File: config.mk
export PLATFORM = sky130hd
export DESIGN_NAME = timed_task_queue
export DESIGN_NICKNAME = d
export VERILOG_FILES = /design/src/sv/tta_pkg.sv /design/src/sv/tta_front.sv /design/src/sv/tta_cmd_fifo.sv /design/src/sv/tta_back.sv /design/src/sv/timed_task_queue.sv
export SDC_FILE = /design/constraint.sdc
export NUM_CORES = 2
export LEC_CHECK = 0
export BUFFER_PORTS_ARGS = -buffer_cell sky130_fd_sc_hd__buf_2
export CAP_MARGIN = 15
export CORE_ASPECT_RATIO = 1.4
export CORE_MARGIN = 2
export CORE_UTILIZATION = 58
export DETAILED_ROUTE_END_ITERATION = 6
export GPL_TIMING_DRIVEN = 0
export PLACE_DENSITY = 0.86
export SLEW_MARGIN = 25
export SYNTH_ARGS = -nofsm -noshare
export SYNTH_HDL_FRONTEND = slang
export SYNTH_SLANG_ARGS = --single-unit
File: constraint.sdc
create_clock -name clk -period 16.06 [get_ports clk]
set_input_delay 0.803 -clock clk [delete_from_list [all_inputs] [get_ports clk]]
set_output_delay 0.803 -clock clk [all_outputs]
set_load 0.05 [all_outputs]
File: src/sv/tta_pkg.sv
// tta_pkg: shared constants, codes and types of the timed task queue.
// No dependencies; imported by every module of the block.
package tta_pkg;

	localparam int QUEUE_DEPTH    = 16;
	localparam int MAX_RESULTS    = 16;
	localparam int QIDX_W         = $clog2(QUEUE_DEPTH);
	localparam int CNT_W          = $clog2(QUEUE_DEPTH + 1);
	localparam int NCNT_W         = $clog2(MAX_RESULTS + 1);
	// power of two, so the FIFO pointers wrap on their own
	localparam int CMD_FIFO_DEPTH = 2;
	localparam int CMD_PTR_W      = $clog2(CMD_FIFO_DEPTH);
	localparam int CMD_CNT_W      = $clog2(CMD_FIFO_DEPTH + 1);

	localparam int STEP_W = 10;
	localparam logic [STEP_W-1:0] STEP_RESET = 10'd10;

	localparam int IN_TDATA_W  = 48;
	localparam int OUT_TDATA_W = 48;

	localparam logic [1:0] REQ_SCHED = 2'd0;
	localparam logic [1:0] REQ_TICK  = 2'd1;
	localparam logic [1:0] REQ_CLEAR = 2'd2;

	localparam logic [1:0] RES_DISPATCH = 2'd0;
	localparam logic [1:0] RES_ACCEPT   = 2'd1;
	localparam logic [1:0] RES_REJECT   = 2'd2;

	typedef struct packed {
		logic [1:0]         kind;
		logic [3:0]         module_id;
		logic [7:0]         task_id;
		logic signed [32:0] time_value;
	} cmd_t;

	typedef struct packed {
		logic [1:0]  result_kind;
		logic [3:0]  out_module;
		logic [7:0]  out_task;
		logic [31:0] out_due_time;
		logic        last_result;
	} res_t;

endpackage

File: src/sv/tta_front.sv
// tta_front: accepts input transactions, drops unused request codes and
// registers one classified command. Depends on tta_pkg.
module tta_front (
	input  logic                          clk,
	input  logic                          arst_n,
	input  logic                          s_tvalid,
	output logic                          s_tready,
	input  logic [tta_pkg::IN_TDATA_W-1:0] s_tdata,
	input  logic [1:0]                    s_tuser,
	output logic                          cmd_valid,
	input  logic                          cmd_ready,
	output tta_pkg::cmd_t                 cmd
);
	import tta_pkg::*;

	logic valid_q;
	cmd_t cmd_q;
	logic take;
	logic known;

	assign s_tready  = !valid_q || cmd_ready;
	assign take      = s_tvalid && s_tready;
	assign known     = (s_tuser == REQ_SCHED) || (s_tuser == REQ_TICK) ||
	                   (s_tuser == REQ_CLEAR);
	assign cmd_valid = valid_q;
	assign cmd       = cmd_q;

	always_ff @(posedge clk or negedge arst_n) begin
		if (!arst_n) begin
			valid_q <= 1'b0;
		end else if (take) begin
			valid_q <= known;
		end else if (cmd_ready) begin
			valid_q <= 1'b0;
		end
	end

	always_ff @(posedge clk) begin
		if (take) begin
			cmd_q.kind       <= s_tuser;
			cmd_q.module_id  <= s_tdata[3:0];
			cmd_q.task_id    <= s_tdata[11:4];
			cmd_q.time_value <= s_tdata[44:12];
		end
	end

endmodule

File: src/sv/tta_cmd_fifo.sv
// tta_cmd_fifo: short command queue between front and back.
// Depends on tta_pkg.
module tta_cmd_fifo (
	input  logic          clk,
	input  logic          arst_n,
	input  logic          wr_valid,
	output logic          wr_ready,
	input  tta_pkg::cmd_t wr_cmd,
	output logic          rd_valid,
	input  logic          rd_pop,
	output tta_pkg::cmd_t rd_cmd
);
	import tta_pkg::*;

	cmd_t                 mem_q [CMD_FIFO_DEPTH];
	logic [CMD_PTR_W-1:0] wr_ptr_q;
	logic [CMD_PTR_W-1:0] rd_ptr_q;
	logic [CMD_CNT_W-1:0] cnt_q;
	logic                 push;
	logic                 pop;

	assign wr_ready = cnt_q != CMD_CNT_W'(CMD_FIFO_DEPTH);
	assign rd_valid = cnt_q != '0;
	assign rd_cmd   = mem_q[rd_ptr_q];
	assign push     = wr_valid && wr_ready;
	assign pop      = rd_pop && rd_valid;

	always_ff @(posedge clk or negedge arst_n) begin
		if (!arst_n) begin
			wr_ptr_q <= '0;
			rd_ptr_q <= '0;
			cnt_q    <= '0;
		end else begin
			if (push) wr_ptr_q <= wr_ptr_q + 1'b1;
			if (pop)  rd_ptr_q <= rd_ptr_q + 1'b1;
			if (push && !pop) begin
				cnt_q <= cnt_q + 1'b1;
			end else if (pop && !push) begin
				cnt_q <= cnt_q - 1'b1;
			end
		end
	end

	always_ff @(posedge clk) begin
		if (push) mem_q[wr_ptr_q] <= wr_cmd;
	end

endmodule

File: src/sv/tta_back.sv
// tta_back: sorted task store, millisecond clock and dispatch sequencer,
// with the output register. Depends on tta_pkg.
module tta_back (
	input  logic                    clk,
	input  logic                    arst_n,
	input  logic [tta_pkg::STEP_W-1:0] tick_step,
	input  logic                    cmd_valid,
	output logic                    cmd_pop,
	input  tta_pkg::cmd_t           cmd,
	output logic                    res_valid,
	input  logic                    res_ready,
	output tta_pkg::res_t           res
);
	import tta_pkg::*;

	localparam logic [1:0] ST_IDLE = 2'd0;
	localparam logic [1:0] ST_DISP = 2'd1;

	logic [1:0]        state_q;
	logic [63:0]       now_q;
	logic [CNT_W-1:0]  count_q;
	logic [NCNT_W-1:0] n_q;
	logic [31:0]       due_q  [QUEUE_DEPTH];
	logic [3:0]        mod_q  [QUEUE_DEPTH];
	logic [7:0]        task_q [QUEUE_DEPTH];
	logic              ovalid_q;
	res_t              ores_q;

	logic              out_free;
	logic [31:0]       new_due;
	logic              full;
	logic              le [QUEUE_DEPTH];
	logic              head_due;
	logic              next_due;
	logic              do_insert;
	logic              do_pop;
	logic              emit;
	res_t              emit_res;

	assign out_free  = !ovalid_q || res_ready;
	assign res_valid = ovalid_q;
	assign res       = ores_q;

	assign new_due = cmd.time_value[32] ? (now_q[31:0] - cmd.time_value[31:0])
	                                    : cmd.time_value[31:0];
	assign full    = count_q >= CNT_W'(QUEUE_DEPTH);

	always_comb begin
		for (int i = 0; i < QUEUE_DEPTH; i++) begin
			le[i] = (CNT_W'(i) < count_q) && (due_q[i] <= new_due);
		end
	end

	assign head_due = (count_q != '0) && (n_q < NCNT_W'(MAX_RESULTS)) &&
	                  ({32'd0, due_q[0]} <= now_q);
	assign next_due = (count_q > CNT_W'(1)) &&
	                  ((n_q + 1'b1) < NCNT_W'(MAX_RESULTS)) &&
	                  ({32'd0, due_q[1]} <= now_q);

	always_comb begin
		cmd_pop   = 1'b0;
		do_insert = 1'b0;
		do_pop    = 1'b0;
		emit      = 1'b0;
		emit_res  = '0;
		unique case (state_q)
			ST_IDLE: begin
				if (cmd_valid) begin
					priority if (cmd.kind == REQ_SCHED) begin
						if (out_free) begin
							cmd_pop   = 1'b1;
							emit      = 1'b1;
							do_insert = !full;
							emit_res.result_kind  = full ? RES_REJECT : RES_ACCEPT;
							emit_res.out_module   = cmd.module_id;
							emit_res.out_task     = cmd.task_id;
							emit_res.out_due_time = new_due;
							emit_res.last_result  = 1'b1;
						end
					end else begin
						cmd_pop = 1'b1;
					end
				end
			end
			ST_DISP: begin
				if (head_due && out_free) begin
					emit   = 1'b1;
					do_pop = 1'b1;
					emit_res.result_kind  = RES_DISPATCH;
					emit_res.out_module   = mod_q[0];
					emit_res.out_task     = task_q[0];
					emit_res.out_due_time = due_q[0];
					emit_res.last_result  = !next_due;
				end
			end
			default: begin
			end
		endcase
	end

	always_ff @(posedge clk or negedge arst_n) begin
		if (!arst_n) begin
			state_q  <= ST_IDLE;
			now_q    <= '0;
			count_q  <= '0;
			n_q      <= '0;
			ovalid_q <= 1'b0;
		end else begin
			if (emit) begin
				ovalid_q <= 1'b1;
			end else if (res_ready) begin
				ovalid_q <= 1'b0;
			end
			unique case (state_q)
				ST_IDLE: begin
					if (cmd_pop) begin
						priority if (cmd.kind == REQ_TICK) begin
							now_q   <= now_q + {54'd0, tick_step};
							n_q     <= '0;
							state_q <= ST_DISP;
						end else if (cmd.kind == REQ_CLEAR) begin
							count_q <= '0;
						end else if (do_insert) begin
							count_q <= count_q + 1'b1;
						end
					end
				end
				ST_DISP: begin
					if (!head_due) begin
						state_q <= ST_IDLE;
					end else if (do_pop) begin
						count_q <= count_q - 1'b1;
						n_q     <= n_q + 1'b1;
						if (!next_due) state_q <= ST_IDLE;
					end
				end
				default: begin
					state_q <= ST_IDLE;
				end
			endcase
		end
	end

	// entries with due time <= new stay put; the first later one takes the
	// new task and the rest move up one slot
	always_ff @(posedge clk) begin
		if (emit) ores_q <= emit_res;
		if (do_insert) begin
			if (!le[0]) begin
				due_q[0]  <= new_due;
				mod_q[0]  <= cmd.module_id;
				task_q[0] <= cmd.task_id;
			end
			for (int i = 1; i < QUEUE_DEPTH; i++) begin
				if (!le[i]) begin
					if (le[i-1]) begin
						due_q[i]  <= new_due;
						mod_q[i]  <= cmd.module_id;
						task_q[i] <= cmd.task_id;
					end else begin
						due_q[i]  <= due_q[i-1];
						mod_q[i]  <= mod_q[i-1];
						task_q[i] <= task_q[i-1];
					end
				end
			end
		end else if (do_pop) begin
			for (int i = 0; i < QUEUE_DEPTH - 1; i++) begin
				due_q[i]  <= due_q[i+1];
				mod_q[i]  <= mod_q[i+1];
				task_q[i] <= task_q[i+1];
			end
		end
	end

endmodule

File: src/sv/timed_task_queue.sv
// timed_task_queue: top level of the sorted timed task queue.
// Depends on tta_pkg, tta_front, tta_cmd_fifo and tta_back.
//
// Input stream s_*: tuser carries the request (schedule, tick, clear), tdata
// the task fields. Output stream m_*: tuser carries the result kind, tlast
// marks the final result of one request, tdata the task fields.
// cfg_*: writes tick_step_ms (ms added per tick); always ready.
//
// A request passes the front register and a two-entry command FIFO, so up
// to three requests are taken while the back end is busy or stalled.
// Schedule: one result, via the front register, the FIFO and the output
// register; the slot row shifts to insert as the result is registered.
// Tick: the clock add first, then one dispatched task per cycle while the
// output register is free (at most 16), until no further task is due.
// Clear: empties the queue, no result.
// Unused request code 3 is dropped at the front.
// When m_tready is low the result stays in the output register and the
// sequencer waits; the FIFO then fills and s_tready falls.
// Reset empties the queue, sets the clock to zero and the step to 10 ms.
module timed_task_queue (
	input  logic                            clk,
	input  logic                            arst_n,
	input  logic                            s_tvalid,
	output logic                            s_tready,
	// [3:0] module_id, [11:4] task_id, [44:12] time_value, [47:45] zero
	input  logic [tta_pkg::IN_TDATA_W-1:0]  s_tdata,
	// [1:0] req_type
	input  logic [1:0]                      s_tuser,
	output logic                            m_tvalid,
	input  logic                            m_tready,
	// [3:0] out_module, [11:4] out_task, [43:12] out_due_time, [47:44] zero
	output logic [tta_pkg::OUT_TDATA_W-1:0] m_tdata,
	// [1:0] result_kind
	output logic [1:0]                      m_tuser,
	output logic                            m_tlast,
	input  logic                            cfg_valid,
	output logic                            cfg_ready,
	input  logic [tta_pkg::STEP_W-1:0]      cfg_data
);
	import tta_pkg::*;

	logic [STEP_W-1:0] step_q;
	logic              f_valid;
	logic              f_ready;
	cmd_t              f_cmd;
	logic              q_valid;
	logic              q_pop;
	cmd_t              q_cmd;
	res_t              res;

	assign cfg_ready = 1'b1;

	always_ff @(posedge clk or negedge arst_n) begin
		if (!arst_n) begin
			step_q <= STEP_RESET;
		end else if (cfg_valid) begin
			step_q <= cfg_data;
		end
	end

	tta_front u_front (
		.clk       (clk),
		.arst_n    (arst_n),
		.s_tvalid  (s_tvalid),
		.s_tready  (s_tready),
		.s_tdata   (s_tdata),
		.s_tuser   (s_tuser),
		.cmd_valid (f_valid),
		.cmd_ready (f_ready),
		.cmd       (f_cmd)
	);

	tta_cmd_fifo u_fifo (
		.clk      (clk),
		.arst_n   (arst_n),
		.wr_valid (f_valid),
		.wr_ready (f_ready),
		.wr_cmd   (f_cmd),
		.rd_valid (q_valid),
		.rd_pop   (q_pop),
		.rd_cmd   (q_cmd)
	);

	tta_back u_back (
		.clk       (clk),
		.arst_n    (arst_n),
		.tick_step (step_q),
		.cmd_valid (q_valid),
		.cmd_pop   (q_pop),
		.cmd       (q_cmd),
		.res_valid (m_tvalid),
		.res_ready (m_tready),
		.res       (res)
	);

	assign m_tuser = res.result_kind;
	assign m_tlast = res.last_result;
	assign m_tdata = {4'd0, res.out_due_time, res.out_task, res.out_module};

endmodule
* Word-level counts from Yosys, hierarchy flattened
Memories as Yosys holds them, arrays and structs flattened.
Index checks and enable logic that the tools add are counted.
** Word-level totals
- Register bits :: 186
- Memory bits (writable) :: 798
- Bits of input ports :: 65
- Output and inout bits :: 54
- Word-level logic and storage cells :: 484
- Memories kept :: 4
** Memory list
- u_back.due_q :: depth 16, bits a word 32, rd ports 16, clocked after Yosys merged registers in 0, wr ports 16, RTL line tta_back.sv:23 : logic [31:0] due_q [QUEUE_DEPTH];
- u_back.task_q :: depth 16, bits a word 8, rd ports 16, clocked after Yosys merged registers in 0, wr ports 16, RTL line tta_back.sv:25 : logic [7:0] task_q [QUEUE_DEPTH];
- u_fifo.mem_q :: depth 2, bits a word 47, rd ports 1, clocked after Yosys merged registers in 0, wr ports 1, RTL line tta_cmd_fifo.sv:15 : cmd_t mem_q [CMD_FIFO_DEPTH];
- u_back.mod_q :: depth 16, bits a word 4, rd ports 16, clocked after Yosys merged registers in 0, wr ports 16, RTL line tta_back.sv:24 : logic [3:0] mod_q [QUEUE_DEPTH];
** Cells by class
- Add/subtract/negate cells :: 9
- $lt $le $gt $ge :: 38
- Equal/unequal tests :: 14
- Muxes and demuxes :: 261
- Bitwise logic cells :: 90
- Reduce and logical (&&, ||, !) cells :: 49
** Operators by type and width (number)
- 32-bit 2-to-1 mux :: 31
- 32-bit <= comparator :: 16
- 8-bit 2-to-1 mux :: 30
- 1-bit 2-to-1 mux :: 143
- 47-bit 2-to-1 mux :: 3
- 32-bit by 64-bit <= comparator with 1-bit output :: 2
- 4-bit 2-to-1 mux :: 30
- 47-bit one-hot mux with 2 select lines :: 1
- 1-bit OR :: 90
- 64-bit by 10-bit adder with 64-bit output :: 1
- 5-bit 2-to-1 mux :: 10
- 45-bit 2-to-1 mux :: 1
- 4-bit by 5-bit < comparator with 1-bit output, first input constant :: 8
- 32-bit subtractor :: 1
- 1-bit logical AND :: 26
- 3-bit by 5-bit < comparator with 1-bit output, first input constant :: 4
- 5-bit one-hot mux with 2 select lines :: 2
- 2-bit 2-to-1 mux :: 8
- 5-bit by 1-bit adder with 5-bit output, second input constant :: 2
- 1-bit by 5-bit < comparator with 1-bit output, first input constant :: 2
- 2-bit by 5-bit < comparator with 1-bit output, first input constant :: 2
- 5-bit < comparator, second input constant :: 2
- 2-bit nonzero test :: 5
- 2-bit by 1-bit == test with 1-bit output, second input constant :: 3
- 21 further kinds :: 38

* Logic depth before layout (Yosys ltp)
- Word-level depth :: 11
- Depth in mapped cells :: 32
- Mapped depth without buffers :: 25

* Modules after synthesis
Synthesis repeated with hierarchy kept, for this count alone.
** Unflattened totals
- Cells, all modules :: 5709
- Area total of the unflattened synthesis :: 60993.5 um^2
** By module, submodules not included
- tta_back :: instances 1, cells an instance 5465, area an instance 55396.9 um^2, seq. area each 24453.5 um^2
- tta_cmd_fifo :: instances 1, cells an instance 164, area an instance 3664.8 um^2, seq. area each 2922.8 um^2
- tta_front :: instances 1, cells an instance 52, area an instance 1472.7 um^2, seq. area each 1436.4 um^2
- timed_task_queue :: instances 1, cells an instance 28, area an instance 459.2 um^2, seq. area each 252.7 um^2

* Least setup slack after synthesis
Ideal clock, no wire load.
- Kind :: flip-flop to flip-flop
- From :: register u_fifo.rd_ptr_q
- To :: memory u_back.due_q[8][0] (netlist: u_back.due_q[0][256]), enable pin
- Library setup time :: 0.506 ns
- Data arrival time :: 9.468 ns
- Data required time :: 15.554 ns
- Path slack :: 6.086 ns
- Cell stages (with the launch flop) :: 28
- Buffers on the path :: 6
- Period minus slack after synthesis :: 9.974 ns
- Path through :: dfrtp_1 buf_2 buf_1 clkbuf_1 mux2_2 ha_1 fa_1 nor2b_1 o31a_1 o31ai_4 a21oi_1 o31ai_1 a22oi_1 a221oi_1 o21a_1 o311ai_1 inv_1 clkbuf_1 ha_1 nand4_1 nor3_1 nand4_1 nand3_1 a31oi_1 a31o_2 buf_2 buf_2 o21ai_0
** RTL lines
- from (decl) :: RTL line tta_cmd_fifo.sv:17 : logic [CMD_PTR_W-1:0] rd_ptr_q;
- from (signal assigned) :: RTL line tta_cmd_fifo.sv:35 : if (pop) rd_ptr_q <= rd_ptr_q + 1'b1;
- to (decl) :: RTL line tta_back.sv:23

==> flow_summary.html <==
<table>
<tr><th>Metric</th><th>Value</th></tr>
<tr><th colspan="2">Synthesis</th></tr>
<tr><td>Predominant post-synthesis flop cell</td><td>edfxtp_1</td></tr>
<tr><td>Post-Synthesis Cells</td><td>around 5600</td></tr>
<tr><td>Cell types occupying the most area after synthesis</td><td>edfxtp_1 45%, ha_1 12%, mux2i_1 7.1%</td></tr>
<tr><td>Cell area after synthesis</td><td>between 60000 and 70000 µm²</td></tr>
<tr><td>EDFF count, synth</td><td>~890</td></tr>
<tr><td>Share of Yosys cell area claimed by the top area cell type</td><td>between 40 and 50%</td></tr>
<tr><td>Register area share after synthesis</td><td>approximately 48%</td></tr>
<tr><td>Number of distinct library cells after synthesis</td><td>86</td></tr>
<tr><td>Cell accounting for the most synthesized area</td><td>edfxtp_1</td></tr>
<tr><td>Warnings, synthesis</td><td>0</td></tr>
<tr><td>Share of flip-flops with an asynchronous set or reset after synthesis</td><td>9.26%</td></tr>
<tr><td>Yosys reg bits</td><td>~980</td></tr>
<tr><td>Post-synthesis area per instance</td><td>about 11 µm²</td></tr>
<tr><th colspan="2">Global route</th></tr>
<tr><td>Grt ovf</td><td>0</td></tr>
<tr><td>Vias in the first global route</td><td>around 50000</td></tr>
<tr><td>Maximum number of pins on one net before global-route repair</td><td>53</td></tr>
<tr><td>First-pass GRT wire length</td><td>approximately 320000 µm</td></tr>
<tr><td>Global router's overall resource usage</td><td>40.9%</td></tr>
<tr><td>Number of antenna violations at the first check in global routing</td><td>7</td></tr>
<tr><th colspan="2">Floorplanning</th></tr>
<tr><td>Placement Rows</td><td>139</td></tr>
<tr><td>Floorplan Core Area</td><td>around 100000 µm²</td></tr>
<tr><td>Height of the chip</td><td>between 300 and 400 µm</td></tr>
<tr><td>I/O pin total</td><td>between 100 and 150</td></tr>
<tr><td>Die Area</td><td>between 100000 and 150000 µm²</td></tr>
<tr><td>Width of the die</td><td>~280 µm</td></tr>
<tr><td>Initial Util</td><td>about three fifths</td></tr>
<tr><th colspan="2">Setup path</th></tr>
<tr><td>Max Fanout on Critical Path</td><td>27</td></tr>
<tr><td>Critical path's top delay family</td><td>buffers and inverters</td></tr>
<tr><td>Max stage delay on crit path</td><td>around 0.9 ns</td></tr>
<tr><td>Crit path launch</td><td>u_fifo.rd_ptr_q$_DFFE_PN0P_</td></tr>
<tr><td>Data required time at the worst endpoint</td><td>approximately 16 ns</td></tr>
<tr><td>Cell seen most often among critical-path stages</td><td>clkbuf_1</td></tr>
<tr><td>Reg2Reg Launch Point</td><td>u_fifo.rd_ptr_q$_DFFE_PN0P_</td></tr>
<tr><td>CP Capture Type</td><td>register</td></tr>
<tr><td>Worst setup SP type</td><td>register</td></tr>
<tr><td>Arrival time of data at the critical path endpoint</td><td>around 13 ns</td></tr>
<tr><td>Worst Path Buf+Inv</td><td>10</td></tr>
<tr><td>Critical path class</td><td>register to register</td></tr>
<tr><td>Slowest library cell on the worst path</td><td>nor4_1</td></tr>
<tr><th colspan="2">Clocking</th></tr>
<tr><td>Number of H-tree levels</td><td>3</td></tr>
<tr><td>Clock Path Buffers</td><td>3</td></tr>
<tr><td>Cts-stage hold buffer count</td><td>1</td></tr>
<tr><td>Total CTS buffers</td><td>96</td></tr>
<tr><td>Skew-Pair Late Insertion Delay</td><td>between 0.7 and 0.8 ns</td></tr>
<tr><td>Clock sink count</td><td>between 900 and 1000</td></tr>
<tr><td>Clock Pin Slew Worst Setup and Hold Paths</td><td>~0.070 ns</td></tr>
<tr><td>CTS tree</td><td>done</td></tr>
<tr><td>Root cell of the clock tree</td><td>clkbuf_16</td></tr>
<tr><td>Buffer count from post-CTS setup fixing</td><td>0</td></tr>
<tr><td>Count of instances resized after the clock tree is built</td><td>0</td></tr>
<tr><th colspan="2">Hold path</th></tr>
<tr><td>Startpoint of the most critical hold path</td><td>s_tdata[13]</td></tr>
<tr><td>Hold Path Class</td><td>input pin to register</td></tr>
<tr><th colspan="2">Placed design</th></tr>
<tr><td>Placed Cells incl. Taps</td><td>between 7000 and 8000</td></tr>
<tr><td>Number of buffers inserted by port buffering</td><td>110</td></tr>
<tr><td>Post-DP HPWL</td><td>~170000 µm</td></tr>
<tr><td>Placer Congestion</td><td>about 1.0</td></tr>
<tr><th colspan="2">STA</th></tr>
<tr><td>Final period utilization</td><td>~78%</td></tr>
<tr><td>Setup TNS</td><td>0 ns</td></tr>
<tr><td>Worst Hold Margin</td><td>roughly 0.22 ns</td></tr>
<tr><td>Max Fclk</td><td>79.9 MHz</td></tr>
<tr><td>Minimum period implied by the final worst setup slack</td><td>between 10 and 15 ns</td></tr>
<tr><td>RSZ-0062 raised after global routing</td><td>no</td></tr>
<tr><td>Worst slew pin tran</td><td>around 1.2 ns</td></tr>
<tr><td>Max-slew violation count</td><td>0</td></tr>
<tr><td>Largest clock skew in the final design</td><td>approximately 0.052 ns</td></tr>
<tr><td>Final Hold Fails</td><td>0</td></tr>
<tr><td>Setup-failing EPs final</td><td>0</td></tr>
<tr><td>Normalized max-slew margin</td><td>19.7%</td></tr>
<tr><th colspan="2">Final layout</th></tr>
<tr><td>Non-filler cells in the finished layout</td><td>around 7300</td></tr>
<tr><td>Net total in the final layout</td><td>between 6000 and 7000</td></tr>
<tr><td>Final core utilization</td><td>between 60% and 70%</td></tr>
<tr><td>Layout cell share with drive strength beyond 1</td><td>9.01%</td></tr>
<tr><td>Count of filler cells inserted in the layout</td><td>~7900</td></tr>
<tr><td>Syn-to-layout area delta</td><td>10.7%</td></tr>
<tr><th colspan="2">Outcome</th></tr>
<tr><td>Status</td><td>complete, but fails checks</td></tr>
<tr><td>Violated checks</td><td>design-rule violations</td></tr>
<tr><th colspan="2">Detailed routing</th></tr>
<tr><td>Final Routed Wirelength</td><td>222000 µm</td></tr>
<tr><td>Detailed-routing iteration count for the pre-antenna-repair pass</td><td>7</td></tr>
<tr><td>Count of unresolved DRC violations after routing</td><td>15</td></tr>
<tr><td>Number of vias per cell</td><td>approximately 7.0</td></tr>
<tr><td>Number of nets with antenna violations after detailed routing</td><td>0</td></tr>
<tr><td>Per-cell routed wire length</td><td>roughly 30 µm</td></tr>
<tr><td>Vias</td><td>roughly 50000</td></tr>
<tr><td>DRT iter0 DRCs</td><td>just over 7000</td></tr>
<tr><th colspan="2">Job</th></tr>
<tr><td>Max-Cap Viols</td><td>0</td></tr>
</table>
metrics by stage:
stage	worst slack (ns)	instance area, µm²
2_1_floorplan	6.09	60100
3_3_place_gp	0.611	62300
3_5_place_dp	4.08	63300
4_1_cts	4.01	66500
5_1_grt	3.42	66500
6_report	3.55	66500
sequential cells by signal, indices dropped and copies added, names as in the netlist:
signal	cells
u_back.res	47
u_back.task_q	128
u_back.due_q	512
u_front.cmd	47
step_q	10
u_back.count_q	5
u_fifo.wr_ptr_q	1
u_back.state_q	1
u_back.mod_q	64
u_fifo.rd_ptr_q	1
u_back.now_q	64
u_front.cmd_valid	1
u_back.res_valid	1
u_fifo.cnt_q	2
u_fifo.mem_q	94
u_back.n_q	5
worst reg2reg max path, delay by kind of cell, from the launching register on:
family / cells / cell delay, ns
AO/OA/AOI/OAI: 8 / 2.90
XOR/XNOR: 1 / 0.13
adder cells (fa/ha/maj): 2 / 0.88
buffers and inverters: 10 / 4.84
flip-flops: 1 / 0.33
multiplexers: 1 / 0.33
AND/OR/NAND/NOR: 9 / 2.74
cell families (layout without fill, tap and decap cells):
| logic type | Yosys count | in the layout | synth area share, % |
|---|---|---|---|
| compound gates | 1378 | 1378 | 14.4 |
| mux | 503 | 503 | 8.76 |
| xor+xnor | 85 | 85 | 1.24 |
| simple gates | 1634 | 1634 | 12.2 |
| fa+ha+maj | 580 | 580 | 12.1 |
| buf+inv | 450 | 769 | 3.03 |
| flops | 983 | 983 | 48.4 |
| other cells | 2 | 10 | 0.0125 |
placed cells by master (no fill, tap or decap), types with 27 or more instances in the layout:
master,n
nand4_1,112
mux2i_1,419
ha_1,576
and3_1,27
mux2_2,43
o21a_1,34
nor4_1,31
nor2_1,656
buf_2,167
inv_1,140
xnor2_1,69
nand2_1,462
o211ai_1,31
edfxtp_1,892
nor3_1,59
nand3_1,85
clkbuf_1,227
dfrtp_1,89
a221o_1,41
o21ai_0,437
clkbuf_16,97
mux2_4,33
nand2b_1,35
a211oi_1,118
a21o_1,100
a21oi_1,361
nor2b_1,50
and2_1,39
cells in the mapped netlist, drive strengths merged (89+ instances only):
| cell | n |
|---|---|
| edfxtp | 892 |
| mux2i | 426 |
| a21oi | 367 |
| o21ai | 454 |
| inv | 142 |
| nand2 | 473 |
| nand4 | 112 |
| dfrtp | 89 |
| a21o | 100 |
| nor2 | 658 |
| a211oi | 119 |
| clkbuf | 223 |
| ha | 576 |
layer usage:
layer / share of wire, % / GRT usage [%]
met5: 0 / 1.08
met4: 10 / 33.5
met3: 11 / 9.79
met2: 45 / 65.4
met1: 34 / 47.0
path summary, 6_finish.rpt:
check	to	slack, ns	cells after the start
hold / removal	u_front.cmd[1]$_DFFE_PP_	0.22	1
setup / recovery	u_back.task_q[10][4]$_DFFE_PP_	3.55	31
setup reg to reg	u_back.task_q[10][4]$_DFFE_PP_	3.55	31
min in group asynchronous	u_back.now_q[47]$_DFFE_PN0P_	0.53	2
hold reg to reg	u_fifo.mem_q[1][43]$_DFFE_PP_	0.44	0
max in group asynchronous	u_back.count_q[3]$_DFFE_PN0P_	14.90	3
layout make-up:
type / count / area (µm²) / share of cell area (%)
Buffer: 307 / 1300 / 1.96
Sequential cell: 983 / 29100 / 43.7
Clock buffer: 116 / 2500 / 3.76
Clock inverter: 60 / 739 / 1.11
Inverter: 143 / 539 / 0.811
Multi-Input combinational cell: 4185 / 29500 / 44.4
Tap cell: 1339 / 1680 / 2.52
Timing Repair Buffer: 143 / 1190 / 1.78
Antenna cell: 5 / 12.5 / 0.0188
Power is left out: the tool's default activity adds up to more than one toggle a clock period on the data nets, which glitch-free logic cannot reach.
